<file path="src/hdl/mctw_pkg.sv">
// shared types, widths and constants of the multi-channel task watchdog
`default_nettype none

package mctw_pkg;

	// field widths
	localparam int KIND_W    = 2;
	localparam int CHAN_W    = 3;
	localparam int SEC_W     = 16;
	localparam int TICK_W    = 6;
	localparam int DAY_W     = 17;
	localparam int CAUSE_W   = 2;
	localparam int CFG_IDX_W = 2;
	localparam int CFG_DAT_W = 17;

	// default channel count
	localparam int NUM_CHANNELS_DEF = 7;

	// item kinds
	localparam logic [KIND_W-1:0] KIND_TICK   = 2'd0;
	localparam logic [KIND_W-1:0] KIND_KICK   = 2'd1;
	localparam logic [KIND_W-1:0] KIND_RELOAD = 2'd2;

	// reset causes
	localparam logic [CAUSE_W-1:0] CAUSE_NONE  = 2'd0;
	localparam logic [CAUSE_W-1:0] CAUSE_WDG   = 2'd1;
	localparam logic [CAUSE_W-1:0] CAUSE_DAILY = 2'd2;

	// configuration register indexes
	localparam logic [CFG_IDX_W-1:0] REG_TICK_SECONDS    = 2'd0;
	localparam logic [CFG_IDX_W-1:0] REG_POLL_PERIOD     = 2'd1;
	localparam logic [CFG_IDX_W-1:0] REG_DAY_TICKS       = 2'd2;
	localparam logic [CFG_IDX_W-1:0] REG_INITIAL_TIMEOUT = 2'd3;

	// register reset values
	localparam logic [TICK_W-1:0] TICK_SECONDS_RST    = 6'd5;
	localparam logic [SEC_W-1:0]  POLL_PERIOD_RST     = 16'd300;
	localparam logic [DAY_W-1:0]  DAY_TICKS_RST       = 17'd17280;
	localparam logic [SEC_W-1:0]  INITIAL_TIMEOUT_RST = 16'd15;

	// controller to datapath commands
	typedef struct packed {
		logic kick;
		logic reload;
		logic walk_start;
		logic walk_step;
		logic tick_end;
		logic emit;
	} cmd_t;

	// datapath to controller status
	typedef struct packed {
		logic latched;
		logic walk_last;
	} status_t;

endpackage

`default_nettype wire

</file>
<file path="src/hdl/mctw_item_if.sv">
// input item channel: valid, ready and the item fields
`default_nettype none

interface mctw_item_if;
	import mctw_pkg::*;

	logic              valid;
	logic              ready;
	logic [KIND_W-1:0] kind;
	logic [CHAN_W-1:0] channel;
	logic [SEC_W-1:0]  timeout;

	modport source (output valid, output kind, output channel, output timeout, input ready);
	modport sink (input valid, input kind, input channel, input timeout, output ready);
endinterface

`default_nettype wire

</file>
<file path="src/hdl/mctw_result_if.sv">
// result channel: valid, ready and the result fields
`default_nettype none

interface mctw_result_if;
	import mctw_pkg::*;

	logic               valid;
	logic               ready;
	logic               system_reset;
	logic [CAUSE_W-1:0] reset_cause;
	logic [CHAN_W-1:0]  expired_channel;
	logic [SEC_W-1:0]   time_to_poll;

	modport source (output valid, output system_reset, output reset_cause,
		output expired_channel, output time_to_poll, input ready);
	modport sink (input valid, input system_reset, input reset_cause,
		input expired_channel, input time_to_poll, output ready);
endinterface

`default_nettype wire

</file>
<file path="src/hdl/mctw_cfg_if.sv">
// configuration write channel: valid, ready, register index and data
`default_nettype none

interface mctw_cfg_if;
	import mctw_pkg::*;

	logic                 valid;
	logic                 ready;
	logic [CFG_IDX_W-1:0] index;
	logic [CFG_DAT_W-1:0] data;

	modport source (output valid, output index, output data, input ready);
	modport sink (input valid, input index, input data, output ready);
endinterface

`default_nettype wire

</file>
<file path="src/hdl/mctw_ctrl.sv">
// controller state machine: sequences one item and hands out the result beat
`default_nettype none

module mctw_ctrl (
	input  wire logic                      clk,
	input  wire logic                      arst_n,
	input  wire logic                      in_valid,
	output logic                           in_ready,
	input  wire logic [mctw_pkg::KIND_W-1:0] in_kind,
	output logic                           out_valid,
	input  wire logic                      out_ready,
	input  wire mctw_pkg::status_t         status,
	output mctw_pkg::cmd_t                 cmd
);
	import mctw_pkg::*;

	typedef enum logic [1:0] {
		ST_IDLE,
		ST_WALK,
		ST_TICK_END,
		ST_EMIT
	} state_t;

	state_t state_q;
	logic   out_valid_q;
	logic   accept;
	logic   slot_free;

	assign in_ready  = (state_q == ST_IDLE);
	assign accept    = in_valid && in_ready;
	assign slot_free = !out_valid_q || out_ready;
	assign out_valid = out_valid_q;

	// command decode
	always_comb begin
		cmd            = '0;
		cmd.kick       = accept && !status.latched && (in_kind == KIND_KICK);
		cmd.reload     = accept && !status.latched && (in_kind == KIND_RELOAD);
		cmd.walk_start = accept && !status.latched && (in_kind == KIND_TICK);
		cmd.walk_step  = (state_q == ST_WALK);
		cmd.tick_end   = (state_q == ST_TICK_END);
		cmd.emit       = (state_q == ST_EMIT) && slot_free;
	end

	// state and result valid
	always_ff @(posedge clk or negedge arst_n) begin
		if (!arst_n) begin
			state_q     <= ST_IDLE;
			out_valid_q <= 1'b0;
		end else begin
			if (cmd.emit) begin
				out_valid_q <= 1'b1;
			end else if (out_ready) begin
				out_valid_q <= 1'b0;
			end
			case (state_q)
				ST_IDLE: begin
					if (cmd.walk_start) begin
						state_q <= ST_WALK;
					end else if (accept) begin
						state_q <= ST_EMIT;
					end
				end
				ST_WALK: begin
					if (status.walk_last) begin
						state_q <= ST_TICK_END;
					end
				end
				ST_TICK_END: begin
					state_q <= ST_EMIT;
				end
				ST_EMIT: begin
					if (slot_free) begin
						state_q <= ST_IDLE;
					end
				end
				default: begin
					state_q <= ST_IDLE;
				end
			endcase
		end
	end

endmodule

`default_nettype wire

</file>
<file path="src/hdl/mctw_datapath.sv">
// datapath: channel timers, countdowns, reset latch, registers and result
`default_nettype none

module mctw_datapath #(
	parameter int NUM_CHANNELS = mctw_pkg::NUM_CHANNELS_DEF
) (
	input  wire logic                          clk,
	input  wire logic                          arst_n,
	input  wire mctw_pkg::cmd_t                cmd,
	output mctw_pkg::status_t                  status,
	input  wire logic [mctw_pkg::CHAN_W-1:0]   in_channel,
	input  wire logic [mctw_pkg::SEC_W-1:0]    in_timeout,
	input  wire logic                          cfg_we,
	input  wire logic [mctw_pkg::CFG_IDX_W-1:0] cfg_index,
	input  wire logic [mctw_pkg::CFG_DAT_W-1:0] cfg_data,
	output logic                               system_reset,
	output logic [mctw_pkg::CAUSE_W-1:0]       reset_cause,
	output logic [mctw_pkg::CHAN_W-1:0]        expired_channel,
	output logic [mctw_pkg::SEC_W-1:0]         time_to_poll
);
	import mctw_pkg::*;

	localparam int IDX_W = (NUM_CHANNELS > 1) ? $clog2(NUM_CHANNELS) : 1;

	// configuration registers
	logic [TICK_W-1:0] tick_seconds_q;
	logic [SEC_W-1:0]  poll_period_q;

	// watchdog state
	logic [SEC_W-1:0]   timers_q [NUM_CHANNELS];
	logic [SEC_W-1:0]   poll_q;
	logic [DAY_W-1:0]   day_q;
	logic               latched_q;
	logic [CAUSE_W-1:0] cause_q;
	logic [IDX_W-1:0]   latched_idx_q;

	// walk state
	logic [IDX_W-1:0]  idx_q;
	logic              found_q;
	logic [IDX_W-1:0]  hit_q;

	// result register
	logic               res_reset_q;
	logic [CAUSE_W-1:0] res_cause_q;
	logic [CHAN_W-1:0]  res_chan_q;
	logic [SEC_W-1:0]   res_poll_q;

	logic [SEC_W-1:0] step;
	logic [SEC_W-1:0] cur_timer;
	logic [SEC_W-1:0] next_timer;
	logic             kick_ok;
	logic [IDX_W-1:0] kick_idx;
	logic             day_hit;

	assign step       = SEC_W'(tick_seconds_q);
	assign cur_timer  = timers_q[idx_q];
	assign next_timer = (cur_timer > step) ? (cur_timer - step) : '0;
	assign kick_ok    = (int'(in_channel) < NUM_CHANNELS);
	assign kick_idx   = IDX_W'(in_channel);
	assign day_hit    = (day_q <= DAY_W'(1));

	assign status.latched   = latched_q;
	assign status.walk_last = (idx_q == IDX_W'(NUM_CHANNELS - 1));

	assign system_reset    = res_reset_q;
	assign reset_cause     = res_cause_q;
	assign expired_channel = res_chan_q;
	assign time_to_poll    = res_poll_q;

	// configuration writes; initial timeout and day count only bear on reset, so they are not kept
	always_ff @(posedge clk or negedge arst_n) begin
		if (!arst_n) begin
			tick_seconds_q <= TICK_SECONDS_RST;
			poll_period_q  <= POLL_PERIOD_RST;
		end else if (cfg_we) begin
			case (cfg_index)
				REG_TICK_SECONDS:    tick_seconds_q <= cfg_data[TICK_W-1:0];
				REG_POLL_PERIOD:     poll_period_q  <= cfg_data[SEC_W-1:0];
				REG_DAY_TICKS:       ;
				REG_INITIAL_TIMEOUT: ;
				default: ;
			endcase
		end
	end

	// channel timers: kick load or walk update
	always_ff @(posedge clk or negedge arst_n) begin
		if (!arst_n) begin
			for (int i = 0; i < NUM_CHANNELS; i++) begin
				timers_q[i] <= INITIAL_TIMEOUT_RST;
			end
		end else if (cmd.kick && kick_ok) begin
			timers_q[kick_idx] <= in_timeout;
		end else if (cmd.walk_step) begin
			timers_q[idx_q] <= next_timer;
		end
	end

	// walk index and first expired channel
	always_ff @(posedge clk or negedge arst_n) begin
		if (!arst_n) begin
			idx_q   <= '0;
			found_q <= 1'b0;
			hit_q   <= '0;
		end else if (cmd.walk_start) begin
			idx_q   <= '0;
			found_q <= 1'b0;
			hit_q   <= '0;
		end else if (cmd.walk_step) begin
			idx_q <= idx_q + IDX_W'(1);
			if ((next_timer == '0) && !found_q) begin
				found_q <= 1'b1;
				hit_q   <= idx_q;
			end
		end
	end

	// poll countdown, day countdown and reset latch
	always_ff @(posedge clk or negedge arst_n) begin
		if (!arst_n) begin
			poll_q        <= POLL_PERIOD_RST;
			day_q         <= DAY_TICKS_RST;
			latched_q     <= 1'b0;
			cause_q       <= CAUSE_NONE;
			latched_idx_q <= '0;
		end else if (cmd.reload) begin
			poll_q <= poll_period_q;
		end else if (cmd.tick_end) begin
			if (poll_q > step) begin
				poll_q <= poll_q - step;
			end
			day_q <= day_hit ? '0 : (day_q - DAY_W'(1));
			if (found_q) begin
				latched_q     <= 1'b1;
				cause_q       <= CAUSE_WDG;
				latched_idx_q <= hit_q;
			end else if (day_hit) begin
				latched_q     <= 1'b1;
				cause_q       <= CAUSE_DAILY;
				latched_idx_q <= '0;
			end
		end
	end

	// result beat register
	always_ff @(posedge clk) begin
		if (cmd.emit) begin
			res_reset_q <= latched_q;
			res_cause_q <= cause_q;
			res_chan_q  <= (cause_q == CAUSE_WDG) ? CHAN_W'(latched_idx_q) : '0;
			res_poll_q  <= poll_q;
		end
	end

endmodule

`default_nettype wire

</file>
<file path="src/hdl/multi_channel_task_watchdog_core.sv">
// Multi-channel task watchdog core, top level.
//
// Channels: item (sink) takes tick, kick and reload beats; result (source)
// gives one beat per item with the reset latch, its cause, the expired
// channel and the poll countdown; cfg (sink) is always ready and writes
// tick_seconds and poll_period (day_ticks and initial_timeout are ignored).
// A kick, a reload, an unused kind or any item after a reset has latched
// goes from acceptance straight to the emit state. A tick walks the channel
// timers one per cycle through a single subtract unit, then passes the
// tick-end state before the emit state. One item is in work at a time; the
// next is accepted once the current result sits in the output register.
// A stalled result receiver holds that register; the core then waits before
// handing over the following result and accepts nothing more.
// Reset puts every channel at 15 seconds, the poll countdown at the poll
// period reset value, the day countdown at the day_ticks reset value and
// clears the reset latch; no result is pending afterwards.
`default_nettype none

module multi_channel_task_watchdog_core #(
	parameter int NUM_CHANNELS = mctw_pkg::NUM_CHANNELS_DEF
) (
	input wire logic      clk,
	input wire logic      arst_n,
	mctw_item_if.sink     item,
	mctw_result_if.source result,
	mctw_cfg_if.sink      cfg
);
	import mctw_pkg::*;

	cmd_t    cmd;
	status_t status;

	assign cfg.ready = 1'b1;

	// sequencing
	mctw_ctrl u_ctrl (
		.clk       (clk),
		.arst_n    (arst_n),
		.in_valid  (item.valid),
		.in_ready  (item.ready),
		.in_kind   (item.kind),
		.out_valid (result.valid),
		.out_ready (result.ready),
		.status    (status),
		.cmd       (cmd)
	);

	// state and arithmetic
	mctw_datapath #(
		.NUM_CHANNELS (NUM_CHANNELS)
	) u_datapath (
		.clk             (clk),
		.arst_n          (arst_n),
		.cmd             (cmd),
		.status          (status),
		.in_channel      (item.channel),
		.in_timeout      (item.timeout),
		.cfg_we          (cfg.valid),
		.cfg_index       (cfg.index),
		.cfg_data        (cfg.data),
		.system_reset    (result.system_reset),
		.reset_cause     (result.reset_cause),
		.expired_channel (result.expired_channel),
		.time_to_poll    (result.time_to_poll)
	);

endmodule

`default_nettype wire

</file>
<file path="src/flat_wrapper.sv">
// flat-port wrapper written by rule: the top's interface ports become plain ports
module multi_channel_task_watchdog_core_flat import mctw_pkg::*;
#(
	parameter int NUM_CHANNELS = mctw_pkg::NUM_CHANNELS_DEF
)
  (clk, arst_n, item_valid, item_kind, item_channel, item_timeout, item_ready, result_valid, result_system_reset, result_reset_cause, result_expired_channel, result_time_to_poll, result_ready, cfg_valid, cfg_index, cfg_data, cfg_ready);
  mctw_item_if item_i ();
  mctw_result_if result_i ();
  mctw_cfg_if cfg_i ();
  input wire logic clk;
  input wire logic arst_n;
  input wire logic [$bits(item_i.valid)-1:0] item_valid;
  input wire logic [$bits(item_i.kind)-1:0] item_kind;
  input wire logic [$bits(item_i.channel)-1:0] item_channel;
  input wire logic [$bits(item_i.timeout)-1:0] item_timeout;
  output wire logic [$bits(item_i.ready)-1:0] item_ready;
  output wire logic [$bits(result_i.valid)-1:0] result_valid;
  output wire logic [$bits(result_i.system_reset)-1:0] result_system_reset;
  output wire logic [$bits(result_i.reset_cause)-1:0] result_reset_cause;
  output wire logic [$bits(result_i.expired_channel)-1:0] result_expired_channel;
  output wire logic [$bits(result_i.time_to_poll)-1:0] result_time_to_poll;
  input wire logic [$bits(result_i.ready)-1:0] result_ready;
  input wire logic [$bits(cfg_i.valid)-1:0] cfg_valid;
  input wire logic [$bits(cfg_i.index)-1:0] cfg_index;
  input wire logic [$bits(cfg_i.data)-1:0] cfg_data;
  output wire logic [$bits(cfg_i.ready)-1:0] cfg_ready;
  assign item_i.valid = item_valid;
  assign item_i.kind = item_kind;
  assign item_i.channel = item_channel;
  assign item_i.timeout = item_timeout;
  assign item_ready = item_i.ready;
  assign result_valid = result_i.valid;
  assign result_system_reset = result_i.system_reset;
  assign result_reset_cause = result_i.reset_cause;
  assign result_expired_channel = result_i.expired_channel;
  assign result_time_to_poll = result_i.time_to_poll;
  assign result_i.ready = result_ready;
  assign cfg_i.valid = cfg_valid;
  assign cfg_i.index = cfg_index;
  assign cfg_i.data = cfg_data;
  assign cfg_ready = cfg_i.ready;
  multi_channel_task_watchdog_core #(.NUM_CHANNELS(NUM_CHANNELS)) u_core (.clk(clk), .arst_n(arst_n), .item(item_i), .result(result_i), .cfg(cfg_i));
endmodule
</file>
<file path="config.mk">
export PLATFORM = sky130hd
export DESIGN_NAME = multi_channel_task_watchdog_core_flat
export DESIGN_NICKNAME = d
export VERILOG_FILES = /design/src/hdl/mctw_pkg.sv /design/src/hdl/mctw_item_if.sv /design/src/hdl/mctw_result_if.sv /design/src/hdl/mctw_cfg_if.sv /design/src/hdl/mctw_ctrl.sv /design/src/hdl/mctw_datapath.sv /design/src/hdl/multi_channel_task_watchdog_core.sv /design/src/flat_wrapper.sv
export SDC_FILE = /design/constraint.sdc
export NUM_CORES = 1
export LEC_CHECK = 0
export ABC_AREA = 0
export BUFFER_PORTS_ARGS = -buffer_cell sky130_fd_sc_hd__buf_2
export CAP_MARGIN = 5
export CORE_MARGIN = 5
export CORE_UTILIZATION = 50
export DETAILED_ROUTE_END_ITERATION = 16
export PLACE_DENSITY = 0.74
export SYNTH_ARGS = -nofsm -noshare
export SYNTH_HDL_FRONTEND = slang
export SYNTH_SLANG_ARGS = --single-unit
</file>
<file path="constraint.sdc">
create_clock -name clk -period 5.7 [get_ports clk]
set_input_delay 0 -clock clk [delete_from_list [all_inputs] [get_ports clk]]
set_output_delay 0 -clock clk [all_outputs]
set_load 0.02 [all_outputs]
</file>
# Word level (Yosys, flattened, before mapping)
# Index checks and enable logic that the tools add are counted.
# W data, S select, Z words.
# word_totals
ff_bits	205
latch_bits	0
ramBits	0
romBits	0
input_bits	45
out_inout_bits	25
elab_cells	118
n_memories	0
# classes
addsub	4
n_mul	0
n_div	0
n_lt_le_gt_ge	8
n_eq_ne	11
n_shift	0
mux	37
bitwise_logic	3
reduce_logical	32
# op_table
op	n
$bwmux W112	2
$mux W112	2
$mux W16	8
$demux W16 S3	2
$bmux W16 S3	1
$gt A16 B6 Y1	2
$sub A16 B6 Y16	2
$mux W3	7
$le A17 B1 Y1 const B	1
$mux W17	1
$sub A17 B1 Y17 const B	1
$logic_not A16 Y1	1
$reduce_bool A2 Y1	7
$mux W2	6
$logic_and A1 B1 Y1	10
$reduce_and A2 Y1	5
$eq A2 B1 Y1 const B	4
$ge A4 B4 Y1 const B	2
$lt A4 B1 Y1 const B	2
$not A3 Y4	2
$pmux W2 S4	1
$mux W1	7
$eq A2 B2 Y1 const B	3
$logic_not A2 Y1	3
other kinds (9)	13

# Depth between registers and ports, before layout
# Gate-level depths: netlist (run 1).
# logic_depth
depth_word	11
depth_mapped	19
ltp_nobuf	14

# Modules after synthesis
# Synthesis (run 1) repeated with hierarchy kept, for this count alone.
# hier_totals
cells_unflattened	1050
area_unflattened_um2	10617.7
# by_module_without_submodules
module	n_inst	cells_each	area_each_um2	seq_area_each_um2
mctw_datapath	1	1020	10329.9	5217.5
mctw_ctrl	1	28	276.5	75.1
multi_channel_task_watchdog_core	1	2	11.3	0.0

# Worst setup path after synthesis (run 1)
# OpenSTA, ideal clock, no wires.
# synth_timing
path_type	register to register
from	register u_core.u_datapath.idx_q[0]
to	register u_core.u_datapath.hit_q[0]
setup_time_ns	0.132
t_arrival_ns	4.143
required_time_ns	5.568
setup_slack_ns	1.425
stages_incl_launch_ff	17
n_path_buf	3
period_less_slack_ns	4.275
cell_sequence	dfrtp_1 -> buf_2 -> buf_2 -> buf_4 -> mux4_2 -> o21ai_0 -> ha_1 -> inv_1 -> fa_1 -> a221o_1 -> a221oi_2 -> and3_1 -> a31oi_1 -> a41oi_4 -> nand4_1 -> o31ai_1 -> a21oi_1
# synth_between
elab_chain_cells	10
elab_cells_between_ends	14
classes_between	add/sub: 1; order compare: 1; mux: 7; bitwise: 1; reduce/logical: 4
# synth_lines
element	line_no	source
from (decl)	mctw_datapath.sv:38	logic [IDX_W-1:0] idx_q;
from (signal assigned)	mctw_datapath.sv:110	idx_q <= idx_q + IDX_W'(1);
$not A3 Y4 (implied by the code)	mctw_datapath.sv:56	assign cur_timer = timers_q[idx_q];
$bmux W16 S3	mctw_datapath.sv:56	
$mux W16 (implied by the code) (2 in series)	mctw_datapath.sv:56	
$sub A16 B6 Y16 / $gt A16 B6 Y1 (equally long branches)	mctw_datapath.sv:57	assign next_timer = (cur_timer > step) ? (cur_timer - step) : '0;
$mux W16	mctw_datapath.sv:57	
$logic_not A16 Y1	mctw_datapath.sv:111	if ((next_timer == '0) && !found_q) begin
$logic_and A1 B1 Y1	mctw_datapath.sv:111	
$reduce_bool A2 Y1 (no source line)	n/a	
$reduce_and A2 Y1 (no source line)	n/a	
to (signal assigned)	mctw_datapath.sv:113	hit_q <= idx_q;
to (decl)	mctw_datapath.sv:40	logic [IDX_W-1:0] hit_q;
# Parallel ways exist; a longest one is shown, timed or not. The select of a mux whose other input is x is not followed.
# A chain may end at the register's enable or synchronous reset.

# Worst setup path in the final report (run 1)
# layout_timing
from	register u_core.u_datapath.idx_q[2]
to	register u_core.u_datapath.hit_q[2]
# The elaborated chain is that of the path after synthesis.

==> run metrics, run 1 <==
remaining design rule violation count 0; die height 155.1 um; htree depth 1; final-report setup violation count 0; final worst-path cycle share 0.8527; CTS clk-pin slew, worst paths 0.06 ns; R2R setup slack 0.84 ns; DRT Wirelength 29230 um; critical path buffer and inverter count 1; area enclosed by the die boundary 0.02406 mm2; pin count of the biggest net entering global routing 87; antenna cells 0; type of the worst setup path flop to flop; leading cell types in the layout, fill and taps excluded 140 x sky130_fd_sc_hd__dfrtp_1, 130 x sky130_fd_sc_hd__o21ai_0, 101 x sky130_fd_sc_hd__a22oi_1; via count 8900; buffer count from post-CTS setup fixing 0; LEAKAGE 5.150 nW; Avg Inst Size Synth 10.33 um2; DRC marker count from the first detailed-route iteration 821; critical path endpoint category flop; critical path peak fanout 15; most frequent standard cell in the layout excluding fill and tap cells sky130_fd_sc_hd__dfrtp_1; detailed-route vias per instance 6.290; placeable core region 0.02089 mm2; first-pass GRT wire length 47290 um; final hold vios 0; net count after synthesis 1088; number of distinct standard cells referenced by the synthesized netlist 80; flip-flop cell with the highest count after synthesis sky130_fd_sc_hd__dfrtp_1; achievable clock frequency 205.7 MHz; buffer cell driving the clock tree root sky130_fd_sc_hd__clkbuf_16; placement row count 53; number of violations of the max-capacitance limit 0; Setup Skew 0.007276 ns; critical path arrival 5.29 ns; routability congestion estimate 0.8938; number of cells upsized or downsized after cts 0; Worst-Margin Slew 1.126 ns; max-slew violation count 0; post-layout net count 1193; vias in the first global route 8809; largest delay contributor family on the critical path simple AND/OR/NAND/NOR gates; fin crit period 4.861 ns; DRT Pass-1 Iters 5; count of flip-flops with a built-in enable after synthesis 22; Detail Route Antenna Nets 0; status finished, final reports clean; Boundary Pins 70; Num CTS Buffers 23; Critical-path top delay cell sky130_fd_sc_hd__dfrtp_1; fin worst setup slack 0.8394 ns; antenna violations before repair 0; setup repair after global routing missed its margin false; routed wire length per instance 20.66 um; PD cells 622.7 mW/mm2; CP Launch Type flop; Overflow after GRT 0; fraction of final layout cells sized beyond drive strength 1 0.1947; growth of design area from synthesis to finish 17.79%; fillcell total 1744; Slew headroom 0.2490; Buffers on Ports 67; critical path's largest stage delay 0.73 ns; cell chain of the critical path nor2b_1 -> a21oi_1 -> o21ai_0 -> ha_1 -> and2_1 -> a221o_1 -> a221oi_2 -> buf_4 -> a41oi_1 -> nand4bb_1 -> nand3_4 -> and4b_4 -> nand4_1 -> a21oi_1; CTS tree done; hold-fix buffer count after cts 45; # clock sinks 205; overall power of the completed layout 7.723 mW; highest ir drop seen on vdd 0.3203 mV; total of flip-flops plus latches after synthesis 205; clock latency of the later-clocked register in the worst-skew pair 0.51 ns; worst slack at placement 1.001 ns; most used cell along the critical path sky130_fd_sc_hd__a21oi_1; die width 155.1 um; global-route usage over all layers 0.2421; share of synthesized registers carrying an async set or reset 0.8927; Worst Path Required 6.13 ns; detailed placement HPWL 18090 um; starting density of the core 0.5041; Yosys warning total 0; cells after synthesis 1019; worst hold path type primary input to flop; post-synthesis sequential area ratio 0.5026; combined area of all synthesized cells 0.01053 mm2; clk buf depth 3; sum of negative setup slack 0 ns
state kept, by name, summed over array words and instances, names as in the netlist:
register	count
u_core.u_datapath.poll_q	16
u_core.u_datapath.poll_period_q	16
u_core.u_datapath.hit_q	3
u_core.u_datapath.reset_cause	2
u_core.u_datapath.day_q	17
u_core.u_ctrl.out_valid	1
u_core.u_datapath.tick_seconds_q	6
u_core.u_datapath.cause_q	2
u_core.u_datapath.latched_idx_q	3
u_core.u_datapath.timers_q	112
u_core.u_datapath.system_reset	1
u_core.u_datapath.idx_q	3
u_core.u_datapath.time_to_poll	16
u_core.u_ctrl.state_q	2
u_core.u_datapath.latched_q	1
u_core.u_datapath.expired_channel	3
u_core.u_datapath.found_q	1
cell families after synthesis:
| kind of cell | count (synthesis) | share of synthesized area |
|---|---|---|
| AOI/OAI and AO/OA | 367 | 0.2258 |
| xor gates and xnor gates | 29 | 0.02412 |
| adders and majority gates | 24 | 0.02994 |
| buffers and inverters | 83 | 0.03541 |
| DFF | 205 | 0.5026 |
| muxes | 58 | 0.06321 |
| other | 1 | 0.0003561 |
| and+or+nand+nor | 252 | 0.1186 |
path summary, 6_finish.rpt:
path,start,to,depth (start not counted)
min,cfg_index[1],u_core.u_datapath.tick_seconds_q[0]$_DFFE_PN1P_,4
max in group asynchronous,arst_n,u_core.u_datapath.day_q[5]$_DFFE_PN0P_,3
max,u_core.u_datapath.idx_q[2]$_DFFE_PN0P_,u_core.u_datapath.hit_q[2]$_DFFE_PN0P_,14
max reg2reg,u_core.u_datapath.idx_q[2]$_DFFE_PN0P_,u_core.u_datapath.hit_q[2]$_DFFE_PN0P_,14
min in group asynchronous,arst_n,u_core.u_datapath.timers_q[53]$_DFFE_PN0P_,2
min reg2reg,u_core.u_datapath.cause_q[0]$_DFFE_PN0P_,u_core.u_datapath.reset_cause[0]$_DFFE_PP_,0
Yosys cell counts (all sizes together), types with 3 or more instances:
| master | number | area [um2] |
|---|---|---|
| o22ai | 3 | 18.77 |
| and3 | 3 | 18.77 |
| dfstp | 42 | 1104 |
| inv | 27 | 101.4 |
| buf | 16 | 117.6 |
| xor2 | 11 | 96.34 |
| nor3 | 19 | 106.4 |
| a221o | 5 | 50.05 |
| nand2 | 56 | 210.2 |
| a21oi | 68 | 340.3 |
| or3 | 9 | 56.30 |
| dfrtp | 141 | 3528 |
| nand4 | 8 | 56.30 |
| and2 | 12 | 75.07 |
| edfxtp | 22 | 660.6 |
| nand3 | 11 | 67.57 |
| nor2 | 91 | 341.6 |
| nand3b | 4 | 30.03 |
| a41oi | 3 | 45.05 |
| or2 | 3 | 18.77 |
| a31oi | 8 | 65.06 |
| nor4 | 4 | 25.02 |
| o21ai | 132 | 660.6 |
| xnor2 | 18 | 157.7 |
| mux4 | 4 | 90.09 |
| o2bb2ai | 3 | 26.28 |
| o31ai | 5 | 37.54 |
| a22o | 4 | 35.03 |
| nand2b | 8 | 50.05 |
| or4 | 3 | 26.27 |
| clkbuf | 40 | 153.9 |
| a221oi | 7 | 80.07 |
| nor2b | 11 | 68.82 |
| mux2i | 29 | 290.3 |
| a22oi | 101 | 758.2 |
| mux2 | 25 | 285.3 |
| a32oi | 4 | 42.55 |
| ha | 22 | 275.3 |
| o31a | 3 | 26.28 |
metal layers:
layer  global-route usage  vias to the layer above  routed length [um]
met5                    0                        -                   0
met1               0.3304                     4373               11980
met2               0.3868                      441               13540
met4              0.07443                        0                 910
li1                     -                     4005                   -
met3              0.05647                       81                2799
metrics by stage:
step	std cells	hold slack, ns	area, um2	util
final	1415	0.05047	12400	0.5938
after global routing	1415	0.04910	12400	0.5938
after floorplan	1019	-0.2956	10530	-
after detailed placement	1329	0.1121	11140	0.5333
after CTS	1415	0.03267	12400	0.5938
after global placement	1329	0.1202	11140	0.5333
where the power goes:
group / internal, mW / switching [mW]
Sequential: 2.12 / 0.378
Combinational: 1.36 / 2.29
Clock: 0.986 / 0.594
Total: 4.46 / 3.26
worst min-delay path: cells and delay by family:
kind / cells / cell delay (ns)
buffers and inverters: 2 / 0.25
muxes: 1 / 0.23
and+or+nand+nor: 1 / 0.04
final cells by class:
cell class	count	area, um2	area share
inverter	27	101.3	0.008171
multi-input combinational	731	4878	0.3933
clock inverter	11	161.4	0.01301
timing repair buffer	136	972.2	0.07838
clock buffer	30	651.9	0.05256
sequential	205	5294	0.4268
tap	275	344.1	0.02774
(Power assumes the default switching activity.)
==> run 2, diff against run 1 <==
--- a/config.mk
+++ b/config.mk
@@ -8,9 +8,11 @@
 export ABC_AREA = 0
 export BUFFER_PORTS_ARGS = -buffer_cell sky130_fd_sc_hd__buf_2
 export CAP_MARGIN = 5
+export CORE_ASPECT_RATIO = 1.75
 export CORE_MARGIN = 5
 export CORE_UTILIZATION = 50
 export DETAILED_ROUTE_END_ITERATION = 16
+export GPL_TIMING_DRIVEN = 0
 export PLACE_DENSITY = 0.74
 export SYNTH_ARGS = -nofsm -noshare
 export SYNTH_HDL_FRONTEND = slang
==> run metrics, run 2 (synthesized netlist as in run 1, its figures left out) <==
fin crit period 5.380 ns (+0.5192 ns); Boundary Pins 70 (unchanged); LEAKAGE 5.072 nW (-1.5%); Worst Path Required 6.07 ns (-0.06 ns); max-slew violation count 0 (unchanged); Final Hold Slack 0.03780 ns (-0.01267 ns); placement row count 70 (+32%); Num CTS Buffers 20 (-13%); die width 119.7 um (-23%); area enclosed by the die boundary 0.02418 mm2 (+0.47%); detailed-route vias per instance 6.356 (+1.1%); CP Launch Type flop; htree depth 1 (unchanged); fraction of final layout cells sized beyond drive strength 1 0.1748 (-0.01989); post-detailed-placement cell area 0.01122 mm2 (+0.71%); buffer count from post-CTS setup fixing 0 (unchanged); DRC marker count from the first detailed-route iteration 919 (+12%); routed wire length per instance 21.46 um (+3.9%); Worst-Margin Slew 1.058 ns (-0.06810 ns); most frequent standard cell in the layout excluding fill and tap cells sky130_fd_sc_hd__dfrtp_1; via count 8981 (+0.91%); post-layout net count 1216 (+1.9%); registers with the most flip-flops u_core.u_datapath.timers_q x112, u_core.u_datapath.day_q x17; # clock sinks 205 (unchanged); worst slack at placement 0.4258 ns (-0.5754 ns); status finished, final reports clean; remaining design rule violation count 0 (unchanged); achievable clock frequency 185.9 MHz (-9.7%); critical path arrival 5.75 ns (+0.46 ns); critical path peak fanout 10 (-5); CTS clk-pin slew, worst paths 0.07 ns (about the same); first-pass GRT wire length 48450 um (+2.5%); Setup Skew 0.01369 ns (+0.006418 ns); met3 GRT Util 0.03443 (-0.02203); register ranked first by flip-flop count u_core.u_datapath.timers_q; final-report setup violation count 0 (unchanged); Flop pwr share 0.321 (-0.003); CTS tree done; DRT Wirelength 30330 um (+3.8%); pin count of the biggest net entering global routing 106 (+22%); number of violations of the max-capacitance limit 0 (unchanged); vias in the first global route 9214 (+4.6%); reported net switching power 3.306 mW (+1.4%); Clk pwr share 0.181 (-0.024); detailed placement HPWL 21810 um (+21%); max reg flops 112 (unchanged); DRT Pass-1 Iters 6 (+1); combined area of the multi-input logic cells 0.004865 mm2 (-0.28%); Sequential cell area 0.005293 mm2 (about the same); critical path endpoint category flop; PD cells 621.7 mW/mm2 (-0.16%); sum of negative setup slack 0 ns (unchanged); number of cells upsized or downsized after cts 0 (unchanged); starting density of the core 0.5052 (+0.001059); final worst-path cycle share 0.9438 (+0.09109); worst hold path type primary input to asynchronous set/reset pin; growth of design area from synthesis to finish 16.52%; R2R setup slack 0.32 ns (-0.52 ns); die height 202.0 um (+30%); Comb power frac 0.499 (+0.027); antenna cells 0 (unchanged); highest ir drop seen on vdd 0.3653 mV (+14%); routability congestion estimate 1.003 (+12%); type of the worst setup path flop to flop; GR met2 Demand/Resource 0.4583 (+0.07150); clk buf depth 3 (unchanged); Buffers on Ports 67 (unchanged); final design area excluding fillers 0.01227 mm2 (-1.1%); placeable core region 0.02085 mm2 (-0.21%); fraction of power spent switching nets 0.4334 (+0.01144); Detail Route Antenna Nets 0 (unchanged); Internal Dissipation 4.322 mW (-3.2%); fraction of met1 tracks used by global routing 0.2764 (-0.05399); hold-fix buffer count after cts 38 (-16%); antenna violations before repair 0 (unchanged); Slew headroom 0.2890 (+0.03997); fillcell total 1764 (+1.1%); most used routing layer in global routing met2; buffer cell driving the clock tree root sky130_fd_sc_hd__clkbuf_16; clock latency of the later-clocked register in the worst-skew pair 0.51 ns (about the same); final hold vios 0 (unchanged); setup repair after global routing missed its margin false; fin worst setup slack 0.3202 ns (-0.5192 ns); Overflow after GRT 0 (unchanged); global-route usage over all layers 0.2509 (+0.008835); leading cell types in the layout, fill and taps excluded 141 x sky130_fd_sc_hd__dfrtp_1, 130 x sky130_fd_sc_hd__o21ai_0, 101 x sky130_fd_sc_hd__a22oi_1
[run 2: cell count changes in the layout (fill, tap and decap cells not counted), sizes merged]
cell         change
clkinvlp         +1
bufinv           -1
clkbuf          +33
clkinv           +3
inv              -1
buf              -7
dlygate4sd3      -7
[run 2: final cells by class]
| class | count | area share |
|---|---|---|
| tap | 252 | 0.02570 |
| inverter | 27 | 0.008260 |
| clock buffer | 23 | 0.04344 |
| timing repair buffer | 106 | 0.06139 |
| multi-input combinational | 731 | 0.3965 |
| buffer | 56 | 0.02213 |
| sequential | 205 | 0.4314 |
| clock inverter | 13 | 0.01122 |
[run 2: through the flow]
step	util	instances	power, mW
after floorplan	-	1019	5.080
after global placement	0.5364	1338	6.091
after detailed placement	0.5382	1339	6.172
after CTS	0.5886	1413	7.593
after global routing	0.5886	1413	8.113
final	0.5886	1413	7.628
[run 2: worst paths after layout]
| kind | from | end | cells after the start |
|---|---|---|---|
| hold reg to reg | u_core.u_datapath.cause_q[0]$_DFFE_PN0P_ | u_core.u_datapath.reset_cause[0]$_DFFE_PP_ | 0 |
| min in group clk | item_kind[1] | u_core.u_datapath.day_q[1]$_DFFE_PN0P_ | 3 |
| setup / recovery | u_core.u_datapath.idx_q[0]$_DFFE_PN0P_ | u_core.u_datapath.hit_q[0]$_DFFE_PN0P_ | 16 |
| hold / removal | arst_n | u_core.u_datapath.timers_q[74]$_DFFE_PN0P_ | 2 |
| max in group asynchronous | arst_n | u_core.u_datapath.timers_q[66]$_DFFE_PN1P_ | 3 |
| setup reg to reg | u_core.u_datapath.idx_q[0]$_DFFE_PN0P_ | u_core.u_datapath.hit_q[0]$_DFFE_PN0P_ | 16 |
[run 2: worst max-delay path, cell delays in order (launching register included)]
cell and delay (ns):
sky130_fd_sc_hd__dfrtp_1 0.37, sky130_fd_sc_hd__buf_2 0.28, sky130_fd_sc_hd__buf_2 0.30, sky130_fd_sc_hd__buf_4 0.26, sky130_fd_sc_hd__mux4_2 0.51, sky130_fd_sc_hd__o21ai_0 0.21, sky130_fd_sc_hd__ha_1 0.20, sky130_fd_sc_hd__inv_1 0.06
sky130_fd_sc_hd__fa_1 0.43, sky130_fd_sc_hd__a221o_1 0.39, sky130_fd_sc_hd__a221oi_2 0.68, sky130_fd_sc_hd__and3_1 0.35, sky130_fd_sc_hd__a31oi_1 0.15, sky130_fd_sc_hd__a41oi_4 0.39, sky130_fd_sc_hd__nand4_1 0.25, sky130_fd_sc_hd__o31ai_1 0.30
sky130_fd_sc_hd__a21oi_1 0.10
[run 2: routing by layer]
layer | part of all wire | wire length, um
met1 | 0.36 | 10830
met2 | 0.53 | 15950
met3 | 0.056 | 1690
met4 | 0.061 | 1865
met5 | 0 | 0
[run 2: power groups by stage]
stage	combinational [mW]	sequential, mW	clock [mW]
finish	3.80	2.45	1.38
global placement	3.66	2.43	0
CTS	3.77	2.43	1.39
floorplan	2.66	2.42	0
detailed placement	3.72	2.45	0
global route	4.16	2.50	1.45
